`src/rtl/chs_pkg.sv`:
```
// Package for the CHS geometry search: widths, search limits, trial table and sequencer states.
`default_nettype none
package chs_pkg;

  localparam int unsigned SECTOR_SHIFT  = 9;                   // 512-byte sectors
  localparam int unsigned BYTES_W       = 32;
  localparam int unsigned TOTAL_W       = BYTES_W - SECTOR_SHIFT;
  localparam int unsigned DIV_W         = 9;                   // divisor up to 256
  localparam int unsigned CNT_W         = $clog2(TOTAL_W);
  localparam int unsigned CYL_W         = 11;
  localparam int unsigned HEADS_W       = 9;
  localparam int unsigned SPT_W         = 6;
  localparam int unsigned MAX_CYLINDERS = 1024;

  localparam logic [HEADS_W-1:0] HEADS_FIRST = 9'd2;
  localparam logic [HEADS_W-1:0] HEADS_LAST  = 9'd256;
  localparam logic [HEADS_W-1:0] HEADS_STEP  = 9'd2;

  localparam int unsigned PREF_COUNT = 5;
  localparam int unsigned SPT_FIRST  = 16;
  localparam int unsigned SPT_LAST   = 63;
  localparam int unsigned TRIAL_W    = 6;
  localparam logic [TRIAL_W-1:0] TRIAL_LAST = TRIAL_W'(PREF_COUNT + SPT_LAST - SPT_FIRST);

  localparam logic [SPT_W-1:0] PREF_SPT [PREF_COUNT] = '{6'd63, 6'd17, 6'd34, 6'd54, 6'd26};

  typedef enum logic [1:0] {
    ST_IDLE,
    ST_HEAD_DIV,
    ST_SPT_DIV,
    ST_DONE
  } state_t;

  // Map a trial index to its sectors-per-track value: preferred list, then the full range.
  function automatic logic [SPT_W-1:0] spt_of(input logic [TRIAL_W-1:0] idx);
    logic [SPT_W-1:0] val;
    if (idx < TRIAL_W'(PREF_COUNT)) begin
      val = PREF_SPT[idx[2:0]];
    end else begin
      val = SPT_W'(idx - TRIAL_W'(PREF_COUNT) + TRIAL_W'(SPT_FIRST));
    end
    return val;
  endfunction

endpackage
`default_nettype wire

```
`src/rtl/chs_geometry_search_core.sv`:
```
// CHS geometry search: sequencer around one shared bit-serial restoring divider.
//
// Usage: present a disk image size on image_bytes with in_valid; the beat is
// taken when in_valid and in_ready are both high. in_ready is high only while
// the block is idle, so one search runs at a time. The result beat (found,
// cylinders, heads, sectors_per_track) is shown with out_valid and held until
// out_ready takes it; the block then returns to idle and raises in_ready.
//
// Search: a size that is not a whole number of 512-byte sectors gives a
// failing result in the next cycle after acceptance. Otherwise every trial
// is one division of a 23-bit value on the shared divider, with the next
// division loaded in the last cycle of the previous one. A search runs one
// division per head count tried plus one per sectors-per-track trial for a
// head count that divides the sector count; the worst case is every one of
// 128 head counts dividing and all 53 trials failing.
//
// Reset: rst returns the sequencer to idle and drops any result. A stalled
// receiver simply holds the block in the result state with outputs steady.
`default_nettype none
module chs_geometry_search_core (
  input  wire logic                          clk,
  input  wire logic                          rst,
  input  wire logic                          in_valid,
  output logic                               in_ready,
  input  wire logic [chs_pkg::BYTES_W-1:0]   image_bytes,
  output logic                               out_valid,
  input  wire logic                          out_ready,
  output logic                               found,
  output logic [chs_pkg::CYL_W-1:0]          cylinders,
  output logic [chs_pkg::HEADS_W-1:0]        heads,
  output logic [chs_pkg::SPT_W-1:0]          sectors_per_track
);

  chs_pkg::state_t state, state_next;

  // Search registers
  logic [chs_pkg::TOTAL_W-1:0] total, total_next;       // sector count
  logic [chs_pkg::TOTAL_W-1:0] per_head, per_head_next; // sectors per head
  logic [chs_pkg::HEADS_W-1:0] head, head_next;
  logic [chs_pkg::TRIAL_W-1:0] trial, trial_next;

  // Shared divider registers
  logic [chs_pkg::TOTAL_W-1:0] quo, quo_next;   // dividend shifting out, quotient shifting in
  logic [chs_pkg::DIV_W-1:0]   rem, rem_next;
  logic [chs_pkg::DIV_W-1:0]   dvsr, dvsr_next;
  logic [chs_pkg::CNT_W-1:0]   cnt, cnt_next;

  // Result registers
  logic                        found_next;
  logic [chs_pkg::CYL_W-1:0]   cylinders_next;
  logic [chs_pkg::HEADS_W-1:0] heads_next;
  logic [chs_pkg::SPT_W-1:0]   spt_next;

  // One restoring divider step
  logic [chs_pkg::DIV_W:0]     rem_sh;
  logic                        ge;
  logic [chs_pkg::DIV_W-1:0]   rem_step;
  logic [chs_pkg::TOTAL_W-1:0] quo_step;
  logic                        last;
  logic [chs_pkg::TRIAL_W-1:0] trial_inc;

  assign rem_sh    = {rem, quo[chs_pkg::TOTAL_W-1]};
  assign ge        = rem_sh >= {1'b0, dvsr};
  assign rem_step  = ge ? chs_pkg::DIV_W'(rem_sh - {1'b0, dvsr}) : chs_pkg::DIV_W'(rem_sh);
  assign quo_step  = {quo[chs_pkg::TOTAL_W-2:0], ge};
  assign last      = cnt == chs_pkg::CNT_W'(chs_pkg::TOTAL_W - 1);
  assign trial_inc = trial + chs_pkg::TRIAL_W'(1);

  assign in_ready  = state == chs_pkg::ST_IDLE;
  assign out_valid = state == chs_pkg::ST_DONE;

  always_ff @(posedge clk) begin
    if (rst) begin
      state <= chs_pkg::ST_IDLE;
    end else begin
      state <= state_next;
    end
  end

  always_ff @(posedge clk) begin
    total             <= total_next;
    per_head          <= per_head_next;
    head              <= head_next;
    trial             <= trial_next;
    quo               <= quo_next;
    rem               <= rem_next;
    dvsr              <= dvsr_next;
    cnt               <= cnt_next;
    found             <= found_next;
    cylinders         <= cylinders_next;
    heads             <= heads_next;
    sectors_per_track <= spt_next;
  end

  always_comb begin
    state_next     = state;
    total_next     = total;
    per_head_next  = per_head;
    head_next      = head;
    trial_next     = trial;
    quo_next       = quo;
    rem_next       = rem;
    dvsr_next      = dvsr;
    cnt_next       = cnt;
    found_next     = found;
    cylinders_next = cylinders;
    heads_next     = heads;
    spt_next       = sectors_per_track;

    case (state)
      chs_pkg::ST_IDLE: begin
        if (in_valid) begin
          found_next     = 1'b0;
          cylinders_next = '0;
          heads_next     = '0;
          spt_next       = '0;
          if (image_bytes[chs_pkg::SECTOR_SHIFT-1:0] != '0) begin
            // Partial sector: fail at once
            state_next = chs_pkg::ST_DONE;
          end else begin
            total_next = image_bytes[chs_pkg::BYTES_W-1:chs_pkg::SECTOR_SHIFT];
            head_next  = chs_pkg::HEADS_FIRST;
            quo_next   = image_bytes[chs_pkg::BYTES_W-1:chs_pkg::SECTOR_SHIFT];
            rem_next   = '0;
            dvsr_next  = chs_pkg::HEADS_FIRST;
            cnt_next   = '0;
            state_next = chs_pkg::ST_HEAD_DIV;
          end
        end
      end

      chs_pkg::ST_HEAD_DIV, chs_pkg::ST_SPT_DIV: begin
        quo_next = quo_step;
        rem_next = rem_step;
        cnt_next = cnt + chs_pkg::CNT_W'(1);
        if (last) begin
          cnt_next = '0;
          rem_next = '0;
          if (state == chs_pkg::ST_HEAD_DIV && rem_step == '0) begin
            // Head count divides: start the sectors-per-track trials
            per_head_next = quo_step;
            trial_next    = '0;
            quo_next      = quo_step;
            dvsr_next     = chs_pkg::DIV_W'(chs_pkg::spt_of('0));
            state_next    = chs_pkg::ST_SPT_DIV;
          end else if (state == chs_pkg::ST_SPT_DIV && rem_step == '0 &&
                       quo_step <= chs_pkg::TOTAL_W'(chs_pkg::MAX_CYLINDERS)) begin
            found_next     = 1'b1;
            cylinders_next = quo_step[chs_pkg::CYL_W-1:0];
            heads_next     = head;
            spt_next       = chs_pkg::spt_of(trial);
            state_next     = chs_pkg::ST_DONE;
          end else if (state == chs_pkg::ST_SPT_DIV && trial != chs_pkg::TRIAL_LAST) begin
            trial_next = trial_inc;
            quo_next   = per_head;
            dvsr_next  = chs_pkg::DIV_W'(chs_pkg::spt_of(trial_inc));
          end else if (head == chs_pkg::HEADS_LAST) begin
            // Every head count tried: fail
            state_next = chs_pkg::ST_DONE;
          end else begin
            head_next  = head + chs_pkg::HEADS_STEP;
            quo_next   = total;
            dvsr_next  = head + chs_pkg::HEADS_STEP;
            state_next = chs_pkg::ST_HEAD_DIV;
          end
        end
      end

      chs_pkg::ST_DONE: begin
        if (out_ready) begin
          state_next = chs_pkg::ST_IDLE;
        end
      end

      default: begin
        state_next = chs_pkg::ST_IDLE;
      end
    endcase
  end

  // Never accept and present at the same time
  a_one_side: assert property (@(posedge clk) disable iff (rst)
    !(in_ready && out_valid))
    else $error("in_ready and out_valid both high");

  // A partial-sector size fails in the next cycle
  a_partial_fail: assert property (@(posedge clk) disable iff (rst)
    (in_valid && in_ready && image_bytes[chs_pkg::SECTOR_SHIFT-1:0] != '0)
      |=> (out_valid && !found))
    else $error("partial sector size did not fail at once");

  // A found geometry is well formed
  a_found_shape: assert property (@(posedge clk) disable iff (rst)
    (out_valid && found) |-> (heads != '0 && !heads[0] &&
      sectors_per_track >= chs_pkg::SPT_W'(chs_pkg::SPT_FIRST) &&
      cylinders <= chs_pkg::CYL_W'(chs_pkg::MAX_CYLINDERS)))
    else $error("found geometry out of range");

  // A failed search reports zero geometry
  a_fail_zero: assert property (@(posedge clk) disable iff (rst)
    (out_valid && !found) |-> (cylinders == '0 && heads == '0 && sectors_per_track == '0))
    else $error("failed search with nonzero geometry");

  // The divider remainder stays below its divisor
  a_rem_bound: assert property (@(posedge clk) disable iff (rst)
    (state == chs_pkg::ST_HEAD_DIV || state == chs_pkg::ST_SPT_DIV) |-> (rem < dvsr))
    else $error("divider remainder not below divisor");

endmodule
`default_nettype wire

```
`config.mk`:
```
export PLATFORM = sky130hd
export DESIGN_NAME = chs_geometry_search_core
export DESIGN_NICKNAME = d
export VERILOG_FILES = /design/src/rtl/chs_pkg.sv /design/src/rtl/chs_geometry_search_core.sv
export SDC_FILE = /design/constraint.sdc
export NUM_CORES = 1
export LEC_CHECK = 0
export ABC_AREA = 0
export BUFFER_PORTS_ARGS = -buffer_cell sky130_fd_sc_hd__buf_2
export CAP_MARGIN = 25
export CORE_MARGIN = 4
export CORE_UTILIZATION = 50
export CTS_CLUSTER_SIZE = 28
export DETAILED_ROUTE_END_ITERATION = 6
export GPL_ROUTABILITY_DRIVEN = 0
export PLACE_DENSITY_LB_ADDON = 0.08
export SLEW_MARGIN = 0
export SYNTH_ARGS = -nofsm -noshare
export SYNTH_HDL_FRONTEND = slang
export SYNTH_SLANG_ARGS = --single-unit
```
`constraint.sdc`:
```
create_clock -name clk -period 14.6 [get_ports clk]
set_input_delay 4.38 -clock clk [delete_from_list [all_inputs] [get_ports clk]]
set_output_delay 4.38 -clock clk [all_outputs]
set_load 0.1 [all_outputs]
```
Yosys cells after proc, flatten, opt, wreduce, memory -nomap -nowiden
Memories as Yosys holds them, arrays and structs flattened.
Index checks and enable logic that the tools add are counted.
- output and inout port bits: 29
- word-level logic and storage cells: 136
- memories kept: 2
- flip-flop bits (word level): 136
- bits in read-only memories: 96
- memory list (name ; depth ; width ; read ports ; clocked after Yosys merged registers in ; write ports ; line ; RTL):
    (no name shown) ; 8 ; 6 ; 1 ; 0 ; 0 ; chs_pkg.sv:38 ; val = PREF_SPT[idx[2:0]];
    (no name shown) ; 8 ; 6 ; 1 ; 0 ; 0 ; chs_pkg.sv:38 ;
- bitwise logic cells: 3
- equal/unequal tests: 19
- reduce and logical (&&, ||, !) cells: 18
- $add $sub $neg: 8
- muxes and demuxes: 67
- $lt $le $gt $ge: 6
- operator list (kind ; count):
    9-bit 2-to-1 mux ; 19
    23-bit 2-to-1 mux ; 7
    6-bit 2-to-1 mux ; 12
    9-bit one-hot mux with 2 select lines ; 4
    23-bit one-hot mux with 2 select lines ; 1
    11-bit 2-to-1 mux ; 4
    23-bit by 11-bit less-or-equal comparator with 1-bit output, second input constant ; 1
    11-bit one-hot mux with 2 select lines ; 1
    2-bit != test, second input constant ; 9
    2-bit 2-to-1 mux ; 8
    5-bit 2-to-1 mux ; 3
    6-bit by 5-bit adder with 6-bit output, second input constant ; 2
    6-bit by 3-bit less-than comparator with 1-bit output, second input constant ; 2
    6-bit one-hot mux with 2 select lines ; 1
    6-bit by 3-bit subtractor with 6-bit output, second input constant ; 2
    10-bit by 9-bit >= comparator with 1-bit output ; 1
    5-bit one-hot mux with 2 select lines ; 1
    9-bit by 2-bit adder with 9-bit output, second input constant ; 1
    9-bit equality test, second input constant ; 1
    9-bit logical NOT ; 1
    3-bit AND reduction ; 3
    9-bit nonzero test ; 1
    9-bit subtractor ; 1
    4-bit >= comparator, second input constant ; 2
    22 further kinds ; 33

Depth between registers and ports, before layout
Gate-level depths: netlist of the first run.
- depth in word-level cells: 11
- gate-level depth with buffers: 15

Least setup slack after synthesis of the first run
No wires, ideal clock.
- path type: input to register
- start point: in image_bytes[2] (netlist bit)
- end point: reg dvsr[0] (netlist bit) (enable)
- required time: 14.222 ns
- arrival time: 7.470 ns
- slack: 6.753 ns
- cell stages on the path: 5
- path buffers: 0
- cell sequence: nor4_1 > nand3_1 > o22ai_1 > nand2_1 > a21oi_1
- longest elaborated chain between the ends: 3
- ends and longest elaborated chain (element ; line ; RTL):
    start: declaration ; chs_geometry_search_core.sv:25 ; input wire logic [chs_pkg::BYTES_W-1:0] image_bytes,
    9-bit nonzero test ; chs_geometry_search_core.sv:117 ; if (image_bytes[chs_pkg::SECTOR_SHIFT-1:0] != '0) begin
    2-bit != test (no line) ; -- ;
    6-bit AND reduction (no line) ; -- ;
    end signal: assignment ; chs_geometry_search_core.sv:87 ; dvsr <= dvsr_next;
    end: declaration ; chs_geometry_search_core.sv:45 ; logic [chs_pkg::DIV_W-1:0] dvsr, dvsr_next;
No other way between the ends.
A chain may end at the register's enable or synchronous reset.

Worst setup path in the final report of the first run
- start point: in image_bytes[2] (netlist bit)
- end point: reg head[6] (netlist bit) (enable)
- longest elaborated chain between the ends: 3
- ends and longest elaborated chain (element ; line ; RTL):
    9-bit nonzero test ; chs_geometry_search_core.sv:117 ;
    2-bit != test (no line) ; -- ;
    8-bit AND reduction (no line) ; -- ;
    end signal: assignment ; chs_geometry_search_core.sv:83 ; head <= head_next;
    end: declaration ; chs_geometry_search_core.sv:39 ; logic [chs_pkg::HEADS_W-1:0] head, head_next;
No other way between the ends.

==> metrics, run 1 <==
layout cells sized above 1 19.5%; Cell Area, Placed 7290 um2; register area 4000 um2; CTS clock-pin slew for the worst setup and hold paths 0.06 ns; area of the multi-input gates 2530 um2; Max Cap Violations 0; Compound-Gate Fraction of Synth Area 15.6%; Sink Count 134; Slew Viols, Final 0; area added between synthesis and finish 15.5%; Antenna Cells 0; Post-DRT Antenna Nets 0; Leak 2.88 nW; io pins 65; Tmin final 6.37 ns; critical path endpoint category flip-flop; worst reg2reg endpoint quo[22]; post-DR wirelength/cell 17.9 um; clk_lat worst skew 0.41 ns; synthesis-stage register bit count 134; hold_sp quo[17]; critical path class in -> reg; Die W 125 um; Clock Tree Buf Depth 2; post-DP HPWL 9860 um; Worst Setup Start Kind input port; worst-margin pin slew 1.00 ns; core box area 13300 um2; Final period util 43.6%; met2 Usage GRT 31.1%; placed insts 806; vias in the first global route 4764; violation count after the first detailed-route iteration 474; Design Area, Final 7860 um2; Reg2Reg Depth 14; post-synth cell types 57; async set-reset flop share out of synthesis 0%; RR Startpoint quo[22]; main combinational cell family by area after synthesis compound AO/OA/AOI/OAI gates; Die ar. 15500 um2; Crit Path Max Fanout 38; DRT Pass-1 Iters 5; Slew Limit Headroom 32.9%; final hold viol count 0; synthesized instance count 589; Clock Skews 0.00638 ns; Synth Net Count 648; Worst Slack Setup Final 8.23 ns; synth warn 0; Setup Viol. Count Final 0; Power Density 253 nW/um2; Peak Freq 157 MHz; hold crit path type reg -> reg; row count 42; Syn Area/Cell 11.6 um2; final wirelength 15000 um; RSZ-0062 raised after global routing false; Hold Path Cell Cnt 0; Post-CTS Hold Buffers 0; vias per cell 5.66; Synth Area in Adders 4.34%; largest net degree at the start of global routing 77; ys flop type edfxtp_1; critical path data required time 14.64 ns; Finished Layout Cells 837; hold endpoint per_head[18]; VDD IR-drop max 0.244 mV; Setup Fix Bufs, Post-CTS 0; Reg2Reg Setup Slack 9.37 ns; Worst Path Arrival 6.41 ns; detailed-route DRC error count 0; total gr overflow 0; antenna violations before repair 0; post_cts resized 0; post-placement setup slack 7.76 ns; busiest grt layer met2; TritonCTS clock tree built; number of synthesized flops with an enable pin 132; final hold slack 0.503 ns; mux share of post-synthesis cell area 0.313%; met3 usage 4.80%; total CTS buffers 17; Fillers 1138; grt met1 use 27.9%; simple-gate portion of the synthesized area 13.5%; input/output buffers 63; GRT Total Usage 20.0%; H-tree depth 4; fin nets 708; cell area after synthesis 6810 um2; outcome finished clean; Sum Neg Setup Slack 0 ns; first-pass GRT wire length 24800 um; Synth Area in XOR/XNOR 2.96%; clk root buf clkbuf_16; initial core utilization 51.2%; Die Y 125 um; vias 4739; Seq/Total Area, Yosys 58.8%
-- placed cells by master (no fill, tap or decap), drive strengths merged, types with 18 or more instances in the layout --
cell type and count:
o211ai 23, nor2 44, buf 69, and2 22, o21ai 39, ha 22, inv 46, nand2 55
edfxtp 132, o22ai 24, nand3 18, clkbuf 21, a21oi 28
-- flip-flops by register name (all words and copies together) (netlist names), 8 cells and up --
register,cells
cylinders,11
dvsr,9
head,8
heads,8
per_head,23
quo,23
rem,9
total,23
-- worst max-delay path by stage --
stage                               from      end  slack [ns]  cells after the start
after detailed placement  image_bytes[2]  head[1]        7.76                      7
after global routing      image_bytes[2]  head[2]        7.95                      7
after floorplan           image_bytes[2]  dvsr[0]        6.75                      5
final                     image_bytes[2]  head[6]        8.23                      7
after CTS                 image_bytes[2]  head[7]        8.20                      7
after global placement    image_bytes[2]  head[1]        7.84                      7
-- per-stage QoR --
step,util [%],power (W)
2_1_floorplan,-,0.00139
3_5_place_dp,54.8,0.00158
4_1_cts,59.1,0.00200
3_3_place_gp,54.8,0.00157
5_1_grt,59.1,0.00210
6_report,59.1,0.00199
-- where the power goes --
part	switching, W	leakage, nW	internal, W
registers	0.0000663	1.24	0.000603
clock network	0.000151	0.262	0.000265
logic	0.000683	1.38	0.000220
-- cell type report --
type / instances / area share, %
repair buffers: 69 / 4.58
clock buffers: 21 / 5.60
flip-flops and latches: 134 / 50.9
well taps: 176 / 2.80
clock inverters: 10 / 1.67
inverters: 46 / 2.20
multi-input cells: 381 / 32.2
-- worst max-delay path, cell delays in order --
cell and delay (ns):
buf_2 0.10, nor4_1 0.27, nand3_1 0.23, o22ai_4 0.16, buf_4 0.48, nand2_1 0.13, a21oi_1 0.65
-- metal layers --
metal  up-vias  part of all wire, %
li1       2294                    -
met1      2291                   46
met2       140                   47
met3        14                  5.7
met4         0                  1.1
met5         -                    0
-- synth_stat cells (all sizes together), types with 2 or more instances --
| cell | instances | area share [%] |
|---|---|---|
| a211oi | 5 | 0.55 |
| a21o | 5 | 0.55 |
| a21oi | 28 | 2.1 |
| a31o | 2 | 0.39 |
| a31oi | 7 | 0.96 |
| and2 | 22 | 2.0 |
| and3 | 3 | 0.28 |
| and4b | 2 | 0.29 |
| buf | 4 | 0.55 |
| clkbuf | 24 | 1.3 |
| dfxtp | 2 | 0.59 |
| edfxtp | 132 | 58 |
| ha | 22 | 4.0 |
| inv | 46 | 2.5 |
| nand2 | 55 | 3.0 |
| nand2b | 4 | 0.37 |
| nand3 | 18 | 1.4 |
| nand3b | 2 | 0.22 |
| nand4 | 4 | 0.37 |
| nand4b | 2 | 0.26 |
| nor2 | 44 | 2.4 |
| nor3 | 14 | 1.1 |
| nor4 | 7 | 0.64 |
| o211ai | 23 | 4.0 |
| o21a | 2 | 0.22 |
| o21ai | 39 | 2.9 |
| o22a | 2 | 0.26 |
| o22ai | 24 | 2.2 |
| o31ai | 2 | 0.22 |
| or3 | 2 | 0.26 |
| or4 | 4 | 0.44 |
| xnor2 | 9 | 1.2 |
| xor2 | 14 | 1.8 |
-- kinds of logic (layout without fill, tap and decap cells) --
logic type                 after synthesis  after routing
AOI/OAI and AO/OA                      146            146
DFF                                    134            134
muxes                                    2              2
other                                    1              1
and+or+nand+nor                        186            186
buffers and inverters                   74            146
adders and majority gates               23             23
xor gates and xnor gates                23             23
Power figures use the tool's default switching activity.
==> run 2, diff against run 1 <==
--- a/config.mk
+++ b/config.mk
@@ -5,7 +5,7 @@
 export SDC_FILE = /design/constraint.sdc
 export NUM_CORES = 1
 export LEC_CHECK = 0
-export ABC_AREA = 0
+export ABC_AREA = 1
 export BUFFER_PORTS_ARGS = -buffer_cell sky130_fd_sc_hd__buf_2
 export CAP_MARGIN = 25
 export CORE_MARGIN = 4
==> constraint.sdc (replaced) <==
create_clock -name clk -period 5.3 [get_ports clk]
set_input_delay 1.59 -clock clk [delete_from_list [all_inputs] [get_ports clk]]
set_output_delay 1.59 -clock clk [all_outputs]
set_load 0.1 [all_outputs]
==> run 2 against run 1 <==
Net effect:
- sequential share of layout area is 2.6 points lower
- clock power rose to 2.5 times the previous value
- die area up 6.2%
- critical endpoint is now dvsr[3]
- highest routed layer unchanged
==> metrics, run 2 <==
Sum Neg Setup Slack 0 ns; Leak 3.72 nW; core box area 14000 um2; Seq/Total Area, Yosys 55.2%; reported net switching power 0.00250 W; largest net degree at the start of global routing 54; simple-gate portion of the synthesized area 25.7%; Design Area, Final 8280 um2; layout cells sized above 1 13.3%; Slew Viols, Final 0; max incr delay on CP 0.77 ns; Tmin final 3.89 ns; Die Y 128 um; most frequent CP cell nand2_1; top layer in use met4; H-tree depth 4; mux share of post-synthesis cell area 0%; crit-path cells inv_1 -> ha_1 -> inv_1 -> fa_1 -> nand2_1 -> nand2_1 -> nand3_1 -> nand2_1 -> nand2_2 -> nand2_4 -> o21ai_0 -> nand2_1 -> nor2_4 -> nand3_2 -> nand2_1 -> o21ai_1 -> a21oi_1; final wirelength 17300 um; Crit Path Max Fanout 14; total CTS buffers 17; largest registers per_head: 23 flops, quo: 23 flops, total: 23 flops; Area contributors post-synth edfxtp_1 (55%), nand2_1 (13%), inv_1 (5.5%); Sw Share 47.0%; Syn Area/Cell 8.92 um2; Finished Layout Cells 1070; commonest non-fill, non-tap cells in the layout nand2_1 (254), edfxtp_1 (132), inv_1 (107); fin nets 936; input/output buffers 63; Final Util 59.0%; synthesized instance count 813; antenna violations before repair 0; vias in the first global route 5752; initial core utilization 51.7%; clock network power share 19.9%; row count 43; Clock Skews 0.00757 ns; internal power 0.00282 W; met2 WL 8060 um; Worst Setup Start Kind flip-flop; Comb pwr share 46.5%; synthesis-stage register bit count 134; Peak Freq 257 MHz; first-pass GRT wire length 27900 um; Clock Tree Buf Depth 2; most frequent cell after synthesis nand2_1; slowest stage cell, crit path a21oi_1; VDD IR-drop max 0.491 mV; DRT Pass-1 Iters 5; Die W 128 um; M1 WL 7870 um; Antenna Cells 0; detailed-route DRC error count 0; Worst Slack Setup Final 1.41 ns; Setup Viol. Count Final 0; Synth Net Count 872; Worst Path Arrival 3.92 ns; synth warn 0; Final period util 73.5%; critical path class reg -> reg; post-synth cell types 41; Synth Area in Adders 4.07%; final hold viol count 0; CTS clock-pin slew for the worst setup and hold paths 0.05 ns; main combinational cell family by area after synthesis simple AND/OR/NAND/NOR gates; post-DR wirelength/cell 16.2 um; Power Density 642 nW/um2; area added between synthesis and finish 14.1%; Post-CTS Hold Buffers 0; TritonCTS clock tree built; critical path data required time 5.33 ns; Die ar. 16500 um2; critical path's top delay family simple AND/OR/NAND/NOR gates; cell area after synthesis 7260 um2; Slew Limit Headroom 34.9%; sequential power share 33.5%; Max Cap Violations 0; Setup Fix Bufs, Post-CTS 0; ys flop type edfxtp_1; clk root buf clkbuf_16; hold crit path type reg -> reg; Compound-Gate Fraction of Synth Area 5.66%; GRT Total Usage 21.3%; vias 5840; post_cts resized 0; async set-reset flop share out of synthesis 0%; worst-margin pin slew 0.977 ns; WL met3 1090 um; Post-DRT Antenna Nets 0; Cell Area, Placed 7750 um2; post-DP HPWL 11400 um; total gr overflow 0; critical path endpoint category flip-flop; outcome finished clean; Sink Count 134; clk_lat worst skew 0.41 ns; commonest non-fill, non-tap cell in the layout nand2_1; Synth Area in XOR/XNOR 1.45%; placed insts 1038; violation count after the first detailed-route iteration 497; post-placement setup slack 1.50 ns; cell taking the most area after synthesis edfxtp_1; vias per cell 5.46; Synth top area share 54.6%; synth cell count leaders nand2_1 (254), edfxtp_1 (132), inv_1 (107); Buf/Inv on CP 2; io pins 65; RSZ-0062 raised after global routing false; number of synthesized flops with an enable pin 132
run 2: cell types whose count changed in the layout (fill, tap and decap cells not counted), moves of 20 or more:
cell      previous run  this run
nand2_1             55       254
inv_1               45       107
nand3_1             17        49
nand4_1              4        34
o22ai_1             23         0
and2_1              22         0
o211ai_2            20         0
run 2: cell families (layout without fill, tap and decap cells):
kind of cell             after synthesis  after routing
AO/OA/AOI/OAI                         72             72
XOR/XNOR                              12             12
adder cells (fa/ha/maj)               23             23
buffers and inverters                143            220
flip-flops                           134            134
other                                  1              1
AND/OR/NAND/NOR                      428            428
run 2: path summary, 6_finish.rpt:
check,start,endpoint,slack [ns],cells past startpoint
worst max register to register,quo[22],dvsr[3],1.41,17
worst min-delay path,quo[19],per_head[20],0.45,0
worst min register to register,quo[19],per_head[20],0.45,0
worst max-delay path,quo[22],dvsr[3],1.41,17
run 2: layout make-up:
class | instances | area (um2)
fillers | 1257 | 5760
flip-flops and latches | 134 | 4000
multi-input cells | 536 | 2700
clock buffers | 21 | 440
inverters | 114 | 428
repair buffers | 74 | 398
well taps | 180 | 225
clock inverters | 11 | 85.1
run 2: stage by stage:
step	hold WS (ns)	power [W]
floorplan	0.426	0.00372
global placement	0.429	0.00423
detailed placement	0.435	0.00426
CTS	0.448	0.00534
global route	0.454	0.00566
finish	0.446	0.00532
run 2: worst reg2reg max path: cells and delay by family, from the launching register on:
kind	cells	cell delay (ns)
flip-flops	1	0.35
AO/OA/AOI/OAI	3	1.11
adder cells (fa/ha/maj)	2	0.54
AND/OR/NAND/NOR	10	1.35
buffers and inverters	2	0.15
run 2: per-layer routing:
metal | vias up | GRT usage, %
met1 | 2773 | 29.8
met5 | - | 0
met2 | 207 | 33.7
met4 | 0 | 7.24
met3 | 29 | 4.11
li1 | 2831 | -
run 2: power groups by stage:
stage | Combinational, W | Clock (W) | Sequential [W]
after CTS | 0.00248 | 0.00108 | 0.00178
after global placement | 0.00243 | 0 | 0.00179
after global routing | 0.00273 | 0.00113 | 0.00181
after floorplan | 0.00133 | 0 | 0.00239
after detailed placement | 0.00246 | 0 | 0.00180
final | 0.00247 | 0.00106 | 0.00178
